--- src/rtl/core/bbd_pkg.sv ---
// ----------------------------------------------------------------------------
// bbd_pkg: shared types and constants of the base64 byte decoder
// Holds the result kinds, the character classes and the token that the
// front end hands to the back end through the queue.
// ----------------------------------------------------------------------------
package bbd_pkg;

  // Widths fixed by the item formats.
  localparam int CHAR_W       = 8;
  localparam int SYM_W        = 6;
  localparam int BYTE_W       = 8;
  localparam int BYTE_COUNT_W = 16;
  localparam int CAP_W        = 16;

  // Defaults for the top-level parameters and the capacity register.
  localparam int             COUNT_WIDTH_DEF = 16;
  localparam logic [CAP_W-1:0] CAP_RESET     = 16'd1024;

  // Kind of a result item.
  typedef enum logic [1:0] {
    KIND_BYTE  = 2'd0,
    KIND_END   = 2'd1,
    KIND_ERROR = 2'd2
  } kind_t;

  // Class of one incoming character.
  typedef enum logic [1:0] {
    CLS_SYMBOL  = 2'd0,
    CLS_TERM    = 2'd1,
    CLS_INVALID = 2'd2
  } char_class_t;

  // Classified character as it travels from the front end to the back end.
  typedef struct packed {
    logic              start;
    char_class_t       cls;
    logic [SYM_W-1:0]  value;
  } token_t;

endpackage

--- src/rtl/core/bbd_ifs.sv ---
// ----------------------------------------------------------------------------
// bbd_ifs: valid/ready channels of the base64 byte decoder
// One channel carries characters in, the other carries result items out.
// ----------------------------------------------------------------------------
interface bbd_char_if;
  import bbd_pkg::*;

  logic              valid;
  logic              ready;
  logic [CHAR_W-1:0] char_code;
  logic              payload_start;

  modport source (output valid, output char_code, output payload_start, input ready);
  modport sink   (input valid, input char_code, input payload_start, output ready);
endinterface

interface bbd_result_if;
  import bbd_pkg::*;

  logic                    valid;
  logic                    ready;
  kind_t                   kind;
  logic signed [BYTE_W-1:0] data_byte;
  logic [BYTE_COUNT_W-1:0] byte_count;

  modport source (output valid, output kind, output data_byte, output byte_count,
                  input ready);
  modport sink   (input valid, input kind, input data_byte, input byte_count,
                  output ready);
endinterface

--- src/rtl/core/bbd_front.sv ---
// ----------------------------------------------------------------------------
// bbd_front: character intake and classification
// Accepts a character request whenever the queue has room and turns it into
// a token: its class (symbol, terminator, invalid) and its six-bit value.
// ----------------------------------------------------------------------------
module bbd_front (
  bbd_char_if.sink        char_in,
  input  logic            queue_ready,
  output logic            push,
  output bbd_pkg::token_t push_token
);
  import bbd_pkg::*;

  localparam logic [CHAR_W-1:0] CHAR_NUL   = 8'h00;
  localparam logic [CHAR_W-1:0] CHAR_TAB   = 8'h09;
  localparam logic [CHAR_W-1:0] CHAR_LF    = 8'h0a;
  localparam logic [CHAR_W-1:0] CHAR_CR    = 8'h0d;
  localparam logic [CHAR_W-1:0] CHAR_SPACE = 8'h20;
  localparam logic [CHAR_W-1:0] CHAR_EQUAL = 8'h3d;
  localparam logic [CHAR_W-1:0] CHAR_PLUS  = 8'h2b;
  localparam logic [CHAR_W-1:0] CHAR_SLASH = 8'h2f;
  localparam logic [CHAR_W-1:0] CHAR_UP_A  = 8'h41;
  localparam logic [CHAR_W-1:0] CHAR_UP_Z  = 8'h5a;
  localparam logic [CHAR_W-1:0] CHAR_LO_A  = 8'h61;
  localparam logic [CHAR_W-1:0] CHAR_LO_Z  = 8'h7a;
  localparam logic [CHAR_W-1:0] CHAR_D0    = 8'h30;
  localparam logic [CHAR_W-1:0] CHAR_D9    = 8'h39;

  localparam logic [CHAR_W-1:0] LOWER_BASE = 8'd26;
  localparam logic [CHAR_W-1:0] DIGIT_BASE = 8'd52;
  localparam logic [SYM_W-1:0]  PLUS_VAL   = 6'd62;
  localparam logic [SYM_W-1:0]  SLASH_VAL  = 6'd63;

  logic [CHAR_W-1:0] code;
  logic [CHAR_W-1:0] sym_full;
  char_class_t       cls;

  assign code = char_in.char_code;

  // Map the character to its class and base64 value.
  always_comb begin
    sym_full = '0;
    cls      = CLS_INVALID;
    if (code == CHAR_NUL || code == CHAR_TAB || code == CHAR_LF ||
        code == CHAR_CR || code == CHAR_SPACE || code == CHAR_EQUAL) begin
      cls = CLS_TERM;
    end else if (code >= CHAR_UP_A && code <= CHAR_UP_Z) begin
      cls      = CLS_SYMBOL;
      sym_full = code - CHAR_UP_A;
    end else if (code >= CHAR_LO_A && code <= CHAR_LO_Z) begin
      cls      = CLS_SYMBOL;
      sym_full = code - CHAR_LO_A + LOWER_BASE;
    end else if (code >= CHAR_D0 && code <= CHAR_D9) begin
      cls      = CLS_SYMBOL;
      sym_full = code - CHAR_D0 + DIGIT_BASE;
    end else if (code == CHAR_PLUS) begin
      cls      = CLS_SYMBOL;
      sym_full = {2'b00, PLUS_VAL};
    end else if (code == CHAR_SLASH) begin
      cls      = CLS_SYMBOL;
      sym_full = {2'b00, SLASH_VAL};
    end
  end

  // A request is taken whenever the queue can hold it.
  assign char_in.ready    = queue_ready;
  assign push             = char_in.valid && queue_ready;
  assign push_token.start = char_in.payload_start;
  assign push_token.cls   = cls;
  assign push_token.value = sym_full[SYM_W-1:0];

endmodule

--- src/rtl/core/bbd_queue.sv ---
// ----------------------------------------------------------------------------
// bbd_queue: short token queue between front end and back end
// A two-entry FIFO that lets either side stall without stopping the other.
// ----------------------------------------------------------------------------
module bbd_queue (
  input  logic            clk,
  input  logic            rst,
  input  logic            push,
  input  bbd_pkg::token_t push_token,
  output logic            push_ready,
  input  logic            pop,
  output logic            head_valid,
  output bbd_pkg::token_t head_token
);
  import bbd_pkg::*;

  localparam int DEPTH = 2;
  localparam int PTR_W = $clog2(DEPTH);
  localparam int CNT_W = $clog2(DEPTH + 1);

  token_t             entries [DEPTH];
  logic [PTR_W-1:0]   wr_ptr;
  logic [PTR_W-1:0]   rd_ptr;
  logic [CNT_W-1:0]   fill;

  assign push_ready = (fill != CNT_W'(DEPTH));
  assign head_valid = (fill != '0);
  assign head_token = entries[rd_ptr];

  // Entry storage.
  always_ff @(posedge clk) begin
    if (push) begin
      entries[wr_ptr] <= push_token;
    end
  end

  // Pointers and fill level.
  always_ff @(posedge clk) begin
    if (rst) begin
      wr_ptr <= '0;
      rd_ptr <= '0;
      fill   <= '0;
    end else begin
      if (push) begin
        wr_ptr <= (wr_ptr == PTR_W'(DEPTH - 1)) ? '0 : wr_ptr + 1'b1;
      end
      if (pop) begin
        rd_ptr <= (rd_ptr == PTR_W'(DEPTH - 1)) ? '0 : rd_ptr + 1'b1;
      end
      if (push && !pop) begin
        fill <= fill + 1'b1;
      end else if (pop && !push) begin
        fill <= fill - 1'b1;
      end
    end
  end

endmodule

--- src/rtl/core/bbd_back.sv ---
// ----------------------------------------------------------------------------
// bbd_back: bit accumulation and result generation
// Takes one queue token per cycle unless the output register stalls, shifts
// symbol bits into the accumulator, emits bytes, end and error results to it.
// ----------------------------------------------------------------------------
module bbd_back #(
  parameter int COUNT_WIDTH = bbd_pkg::COUNT_WIDTH_DEF
) (
  input  logic                       clk,
  input  logic                       rst,
  input  logic                       cfg_wr_en,
  input  logic [bbd_pkg::CAP_W-1:0]  cfg_wr_data,
  input  logic                       head_valid,
  input  bbd_pkg::token_t            head_token,
  output logic                       pop,
  bbd_result_if.source               result_out
);
  import bbd_pkg::*;

  localparam int ACC_W  = 12;
  localparam int PEND_W = 4;
  localparam int CMP_W  = (COUNT_WIDTH > CAP_W) ? COUNT_WIDTH : CAP_W;
  localparam logic [PEND_W-1:0] PEND_STEP = 4'd6;
  localparam logic [PEND_W-1:0] PEND_MAX  = 4'd12;
  localparam logic [PEND_W-1:0] PEND_BYTE = 4'd8;
  localparam logic [COUNT_WIDTH-1:0] COUNT_LIMIT = '1;

  // Decoder state.
  logic [CAP_W-1:0]       capacity;
  logic [ACC_W-1:0]       acc;
  logic [PEND_W-1:0]      pend;
  logic [COUNT_WIDTH-1:0] produced_count;
  logic                   stopped;

  // State as seen by the head token, after a payload start.
  logic [ACC_W-1:0]       acc_eff;
  logic [PEND_W-1:0]      pend_eff;
  logic [COUNT_WIDTH-1:0] cnt_eff;
  logic                   stop_eff;

  logic [ACC_W-1:0]       acc_next;
  logic [PEND_W-1:0]      pend_next;
  logic [COUNT_WIDTH-1:0] count_next;
  logic                   stopped_next;

  logic [PEND_W-1:0]      pend_sum;
  logic [PEND_W-1:0]      pend_clamp;
  logic [PEND_W-1:0]      shift;
  logic [ACC_W-1:0]       acc_shifted;
  logic                   cap_hit;

  logic                   res_valid;
  kind_t                  res_kind;
  logic [BYTE_W-1:0]      res_byte;

  // Bit and count arithmetic for the head token.
  always_comb begin
    acc_eff  = head_token.start ? '0 : acc;
    pend_eff = head_token.start ? '0 : pend;
    cnt_eff  = head_token.start ? '0 : produced_count;
    stop_eff = head_token.start ? 1'b0 : stopped;

    pend_sum    = pend_eff + PEND_STEP;
    pend_clamp  = (pend_sum > PEND_MAX) ? PEND_MAX : pend_sum;
    shift       = pend_clamp - PEND_BYTE;
    acc_shifted = {acc_eff[ACC_W-SYM_W-1:0], head_token.value} >> shift;
    cap_hit     = (CMP_W'(cnt_eff) >= CMP_W'(capacity)) || (cnt_eff == COUNT_LIMIT);
  end

  // Result and next state for the head token.
  always_comb begin
    acc_next     = acc_eff;
    pend_next    = pend_eff;
    count_next   = cnt_eff;
    stopped_next = stop_eff;
    res_valid    = 1'b0;
    res_kind     = KIND_BYTE;
    res_byte     = '0;
    if (!stop_eff) begin
      case (head_token.cls)
        CLS_TERM: begin
          stopped_next = 1'b1;
          res_valid    = 1'b1;
          res_kind     = KIND_END;
        end
        CLS_SYMBOL: begin
          acc_next  = {acc_eff[ACC_W-SYM_W-1:0], head_token.value};
          pend_next = pend_clamp;
          if (pend_clamp >= PEND_BYTE) begin
            res_valid = 1'b1;
            if (cap_hit) begin
              stopped_next = 1'b1;
              res_kind     = KIND_ERROR;
            end else begin
              res_byte   = acc_shifted[BYTE_W-1:0];
              pend_next  = shift;
              count_next = cnt_eff + 1'b1;
            end
          end
        end
        default: begin
          stopped_next = 1'b1;
          res_valid    = 1'b1;
          res_kind     = KIND_ERROR;
        end
      endcase
    end
  end

  // The head token is taken when the output register is free or draining.
  assign pop = head_valid && (!result_out.valid || result_out.ready);

  // Capacity register and decoder state.
  always_ff @(posedge clk) begin
    if (rst) begin
      capacity       <= CAP_RESET;
      acc            <= '0;
      pend           <= '0;
      produced_count <= '0;
      stopped        <= 1'b1;
    end else begin
      if (cfg_wr_en) begin
        capacity <= cfg_wr_data;
      end
      if (pop) begin
        acc            <= acc_next;
        pend           <= pend_next;
        produced_count <= count_next;
        stopped        <= stopped_next;
      end
    end
  end

  // Output register valid.
  always_ff @(posedge clk) begin
    if (rst) begin
      result_out.valid <= 1'b0;
    end else if (pop) begin
      result_out.valid <= res_valid;
    end else if (result_out.ready) begin
      result_out.valid <= 1'b0;
    end
  end

  // Output register payload.
  always_ff @(posedge clk) begin
    if (pop && res_valid) begin
      result_out.kind       <= res_kind;
      result_out.data_byte  <= res_byte;
      result_out.byte_count <= BYTE_COUNT_W'(count_next);
    end
  end

`ifndef SYNTHESIS
  // End and error results leave the decoder stopped.
  assert property (@(posedge clk) disable iff (rst)
    (pop && res_valid && res_kind != KIND_BYTE) |=> stopped)
    else $error("decoder not stopped after end or error result");

  // Each emitted byte advances the count by exactly one.
  assert property (@(posedge clk) disable iff (rst)
    (pop && res_valid && res_kind == KIND_BYTE) |=>
      (produced_count == $past(cnt_eff) + 1'b1))
    else $error("byte count did not advance by one");

  // While a payload is open the held bits stay below one full byte.
  assert property (@(posedge clk) disable iff (rst)
    !stopped |-> (pend < PEND_BYTE))
    else $error("held bit count reached a full byte");

  // A waiting result blocks the queue.
  assert property (@(posedge clk) disable iff (rst)
    (result_out.valid && !result_out.ready) |-> !pop)
    else $error("token taken while result register is held");
`endif

endmodule

--- src/rtl/core/base64_byte_decoder.sv ---
// ----------------------------------------------------------------------------
// base64_byte_decoder: streaming base64 payload decoder
// Decodes base64 characters into bytes and reports payload end or error.
// ----------------------------------------------------------------------------
// The decoder takes one character request per clock while the token queue has
// room and returns at most one result per character: a decoded byte, a payload
// end with its byte count, or an error. A character marked as payload start
// re-arms the decoder; characters after an end or an error are dropped until
// then. Sustained throughput is one character per cycle while the receiver
// takes results. An accepted character passes the two-entry token queue and
// then the output register, which lets the input side keep accepting while a
// result waits to be taken. The capacity register, the most bytes one payload
// may produce, is written through cfg_wr_en and cfg_wr_data and takes effect
// for the characters decoded after the write.
// ----------------------------------------------------------------------------
module base64_byte_decoder #(
  parameter int COUNT_WIDTH = bbd_pkg::COUNT_WIDTH_DEF
) (
  input  logic                      clk,
  input  logic                      rst,
  input  logic                      cfg_wr_en,
  input  logic [bbd_pkg::CAP_W-1:0] cfg_wr_data,
  bbd_char_if.sink                  char_in,
  bbd_result_if.source              result_out
);
  import bbd_pkg::*;

  logic   push;
  logic   queue_ready;
  token_t push_token;
  logic   pop;
  logic   head_valid;
  token_t head_token;

  // Intake and classification.
  bbd_front u_front (
    .char_in     (char_in),
    .queue_ready (queue_ready),
    .push        (push),
    .push_token  (push_token)
  );

  // Token queue.
  bbd_queue u_queue (
    .clk        (clk),
    .rst        (rst),
    .push       (push),
    .push_token (push_token),
    .push_ready (queue_ready),
    .pop        (pop),
    .head_valid (head_valid),
    .head_token (head_token)
  );

  // Decoding and results.
  bbd_back #(
    .COUNT_WIDTH (COUNT_WIDTH)
  ) u_back (
    .clk         (clk),
    .rst         (rst),
    .cfg_wr_en   (cfg_wr_en),
    .cfg_wr_data (cfg_wr_data),
    .head_valid  (head_valid),
    .head_token  (head_token),
    .pop         (pop),
    .result_out  (result_out)
  );

endmodule

--- src/flat_wrapper.sv ---
// flat-port wrapper written by rule: the top's interface ports become plain ports
module base64_byte_decoder_flat import bbd_pkg::*;
#(
  parameter int COUNT_WIDTH = bbd_pkg::COUNT_WIDTH_DEF
)
  (clk, rst, cfg_wr_en, cfg_wr_data, char_in_valid, char_in_char_code, char_in_payload_start, char_in_ready, result_out_valid, result_out_kind, result_out_data_byte, result_out_byte_count, result_out_ready);
  bbd_char_if char_in_i ();
  bbd_result_if result_out_i ();
  input  logic clk;
  input  logic rst;
  input  logic cfg_wr_en;
  input  logic [bbd_pkg::CAP_W-1:0] cfg_wr_data;
  input wire logic [$bits(char_in_i.valid)-1:0] char_in_valid;
  input wire logic [$bits(char_in_i.char_code)-1:0] char_in_char_code;
  input wire logic [$bits(char_in_i.payload_start)-1:0] char_in_payload_start;
  output wire logic [$bits(char_in_i.ready)-1:0] char_in_ready;
  output wire logic [$bits(result_out_i.valid)-1:0] result_out_valid;
  output wire logic [$bits(result_out_i.kind)-1:0] result_out_kind;
  output wire logic [$bits(result_out_i.data_byte)-1:0] result_out_data_byte;
  output wire logic [$bits(result_out_i.byte_count)-1:0] result_out_byte_count;
  input wire logic [$bits(result_out_i.ready)-1:0] result_out_ready;
  assign char_in_i.valid = char_in_valid;
  assign char_in_i.char_code = char_in_char_code;
  assign char_in_i.payload_start = char_in_payload_start;
  assign char_in_ready = char_in_i.ready;
  assign result_out_valid = result_out_i.valid;
  assign result_out_kind = result_out_i.kind;
  assign result_out_data_byte = result_out_i.data_byte;
  assign result_out_byte_count = result_out_i.byte_count;
  assign result_out_i.ready = result_out_ready;
  base64_byte_decoder #(.COUNT_WIDTH(COUNT_WIDTH)) u_core (.clk(clk), .rst(rst), .cfg_wr_en(cfg_wr_en), .cfg_wr_data(cfg_wr_data), .char_in(char_in_i), .result_out(result_out_i));
endmodule
--- config.mk ---
export PLATFORM = sky130hd
export DESIGN_NAME = base64_byte_decoder_flat
export DESIGN_NICKNAME = d
export VERILOG_FILES = /design/src/rtl/core/bbd_pkg.sv /design/src/rtl/core/bbd_ifs.sv /design/src/rtl/core/bbd_front.sv /design/src/rtl/core/bbd_queue.sv /design/src/rtl/core/bbd_back.sv /design/src/rtl/core/base64_byte_decoder.sv /design/src/flat_wrapper.sv
export SDC_FILE = /design/constraint.sdc
export NUM_CORES = 1
export LEC_CHECK = 0
export BUFFER_PORTS_ARGS = -buffer_cell sky130_fd_sc_hd__buf_2
export CAP_MARGIN = 30
export CORE_MARGIN = 4
export CORE_UTILIZATION = 50
export CTS_CLUSTER_DIAMETER = 30
export CTS_CLUSTER_SIZE = 30
export DETAILED_ROUTE_END_ITERATION = 16
export HOLD_SLACK_MARGIN = 0.03
export PLACE_DENSITY = 0.73
export SLEW_MARGIN = 20
export SYNTH_ARGS = -nofsm -noshare
export SYNTH_HDL_FRONTEND = slang
export SYNTH_SLANG_ARGS = --single-unit
export TNS_END_PERCENT = 100
--- constraint.sdc ---
create_clock -name clk -period 3.74 [get_ports clk]
set_input_delay 0.748 -clock clk [delete_from_list [all_inputs] [get_ports clk]]
set_output_delay 0.748 -clock clk [all_outputs]
set_load 0.02 [all_outputs]
==> summary.md <==
| Metric | Value |
|---|---|
| Outcome | `complete, no violations` |
| Crit-path max FO | `13` |
| Reg2reg setup slack | `340 ps` |
| Total of max-cap violations | `0` |
| Sequential share of the synthesized area | `between 40% and 50%` |
| Worst-Margin Slew | `955.2 ps` |
| Final setup skew | `6.115 ps` |
| DRC | `0` |
| Util after Layout | `59.44%` |
| Top cells by area, synth | `edfxtp_1, dfxtp_1, mux2i_1` |
| Required time of the critical path | `roughly 4000 ps` |
| Max Freq | `just under 300 MHz` |
| Clock transition at the registers of the reported paths | `roughly 70 ps` |
| Multi-input gate area | `3154 um^2` |
| Final Hold Vio Count | `0` |
| WL/cell | `roughly 16 um` |
| Syn nets | `687` |
| Die area | `13230 um^2` |
| Synth unique cells | `73` |
| Max VDD drop | `392.3 uV` |
| Slew headroom | `36.32%` |
| Final worst-path cycle share | `90.88%` |
| Num CTS Buffers | `9` |
| Power per cell area | `534.1 nW/um^2` |
| Kind of critical path | `register to register` |
| Endpoint type of the worst setup path | `register` |
| # rows | `38` |
| Mapped cell area | `5725 um^2` |
| Worst reg2reg endpoint | `u_core.u_back.produced_count[4]` |
| Cell taking the most area after synthesis | `edfxtp_1` |
| Synth Flop Type | `dfxtp_1` |
| Mapped Cells | `630` |
| Seq. cell area | `around 2300 um^2` |
| #FFs+latches synth | `93` |
| Final Wtd Congestion | `0.8938` |
| IO Port Bufs | `57` |
| First drt pass iteration count | `5` |
| Latest clock arrival within the worst-skew pair | `~340 ps` |
| Setup TNS | `0 ps` |
| Synth top area share | `23.08%` |
| Antenna violations before repair | `0` |
| H-tree depth | `3` |
| Worst Setup EP | `u_core.u_back.produced_count[4]` |
| Iter 0 DRT Violations | `328` |
| Syn. warnings | `0` |
| Total power | `3.502 mW` |
| Period minus WS final | `3399 ps` |
| Die Span Y | `115.0 um` |
| Leakage | `2.671 nW` |
| Nets@finish | `743` |
| CP Launch Type | `register` |
| Layout cells sized above 1 | `17.22%` |
| Fill count | `just under 1000` |
| Final wirelength | `13540 um` |
| Core area | `11030 um^2` |
| Async SR Flop Fraction | `0%` |
| Routed Antenna Nets | `0` |
| Slowest CP cell | `or4_4` |
| CTS tree | `done` |
| Initial Util | `51.91%` |
| CTS Root Cell | `clkbuf_16` |
| # diodes | `0` |
| Vias in the first global route | `4792` |
| Hold crit path type | `register to register` |
| Largest net degree at the start of global routing | `50` |
| Die Wd | `115.0 um` |
| Critical Path Max Stage Delay | `600 ps` |
| Final Slew Violations | `0` |
| Area Overhead vs Synth | `14.51%` |
| Clock sinks | `93` |
| Worst path arrival time | `3660 ps` |
| Post-synth EDFFs | `44` |
| Fin area | `between 6000 and 7000 um^2` |
| Via count | `4988` |
| Congestion Overflow GR | `0` |
| Placed inst area | `between 6000 and 7000 um^2` |
| Setup Viol. Count Final | `0` |
| CTS Buffer Depth | `2` |
| GRT Total Usage | `21.17%` |
| Synth Area per Inst | `9.088 um^2` |
| Reg2Reg Depth | `10` |
| IO Pins | `just under 60` |
| RSZ-0062 raised after global routing | `false` |
| Hold-fix buffers at CTS | `0` |
| First-pass GRT wire length | `approximately 23000 um` |
| Worst hold slack | `492.5 ps` |
| Hpwl dp | `just over 10000 um` |
| Routed vias/inst | `between 6 and 7` |
| Worst path cell trace | `mux2i_2 > buf_4 > and2_1 > ha_1 > a21oi_1 > o21ai_0 > a41o_1 > or4_4 > or4_1 > a31oi_1` |
==> worst min-delay path by stage <==
stage                                     startpoint  cells past startpoint  slack (ps)                          to
after floorplan                u_core.u_back.pend[2]                      2         460       u_core.u_back.pend[2]
after global placement         u_core.u_back.pend[2]                      2         470       u_core.u_back.pend[2]
after detailed placement  u_core.u_back.capacity[10]                      2         480  u_core.u_back.capacity[10]
after CTS                 u_core.u_back.capacity[11]                      2         500  u_core.u_back.capacity[11]
after global routing      u_core.u_back.capacity[10]                      2         540  u_core.u_back.capacity[10]
final                     u_core.u_back.capacity[11]                      2         490  u_core.u_back.capacity[11]
==> cell usage in the layout, fill, tap and decap left out, types with 13 or more instances in the layout <==
cell       n
a21oi_1   36
buf_2     57
buf_4     22
dfxtp_1   49
edfxtp_1  44
ha_1      27
inv_1     38
mux2i_1   35
nand2_1   49
nand3_1   27
nand4_1   14
nor2_1    58
nor3_1    16
o21ai_0   22
xnor2_1   13
==> sequential cells by signal, summed over array words and instances (netlist names), 2 cells and up, named ones only <==
register	cells
u_core.u_back.acc	6
u_core.u_back.capacity	16
u_core.u_back.pend	4
u_core.u_back.produced_count	16
u_core.u_back.result_out.byte_count	16
u_core.u_back.result_out.data_byte	8
u_core.u_back.result_out.kind	2
u_core.u_queue.entries	18
u_core.u_queue.fill	2
==> power breakdown <==
group / switching (mW) / internal, mW
Combinational: 0.809 / 0.419
Sequential: 0.0912 / 1.27
Clock: 0.392 / 0.520
Total: 1.29 / 2.21
==> cells in the mapped netlist (4+ instances only) <==
library cell,number
a211oi_1,7
a21oi_1,36
a22oi_1,11
a31oi_1,4
a32oi_1,4
and2_1,11
and3_1,6
and4_1,5
buf_1,5
clkbuf_1,28
dfxtp_1,49
edfxtp_1,44
ha_1,27
inv_1,39
mux2_2,7
mux2i_1,35
nand2_1,49
nand2b_1,6
nand3_1,27
nand4_1,14
nor2_1,58
nor2b_1,4
nor3_1,17
nor3b_1,7
nor4_1,7
o211ai_1,6
o21a_1,4
o21ai_0,22
o22ai_1,5
or3_1,4
xnor2_1,13
xor2_1,10
==> repair_timing <==
item                       CTS  global route
resized for setup            0             1
setup buffers                0             0
setup endpoints to repair    0             8
==> layer usage <==
metal  part of all wire, %  routed length [um]  global-route usage (%)  up-vias
met2                    46                6174                   33.18      193
met3                   7.3                 983                   3.842       13
met1                    46                6241                   30.21     2352
met5                     0                   0                       0        -
met4                   1.0                 137                   5.712        0
li1                      -                   -                       -     2430
==> final cells by class <==
| cell class | instances | share of cell area (%) |
|---|---|---|
| Clock buffer | 9 | 3.435 |
| Clock inverter | 7 | 1.145 |
| Inverter | 40 | 2.347 |
| Multi-Input combinational cell | 462 | 48.11 |
| Sequential cell | 93 | 35.11 |
| Tap cell | 140 | 2.672 |
| Timing Repair Buffer | 80 | 7.176 |
==> cells by family after synthesis <==
logic type	Yosys count	share of synthesized area, %
compound gates	132	15.95
mux	44	7.998
flops	93	40.21
fa+ha+maj	27	5.900
xor+xnor	23	3.518
buf+inv	75	5.004
simple gates	236	21.42
==> worst max-delay path: cells and delay by family (launching register included) <==
family                   cells  cell delay (ps)
AND/OR/NAND/NOR              3             1280
AO/OA/AOI/OAI                4              830
flip-flops                   1              360
multiplexers                 1              310
adder cells (fa/ha/maj)      1              280
buffers and inverters        1              250
==> stage by stage <==
| step | setup WS [ps] | cells |
|---|---|---|
| after global routing | 68.11 | 831 |
| after detailed placement | 267.8 | 815 |
| after global placement | 463.8 | 815 |
| final | 340.9 | 831 |
| after CTS | 254.8 | 831 |
| after floorplan | 54.91 | 630 |
(Power assumes the default switching activity.)
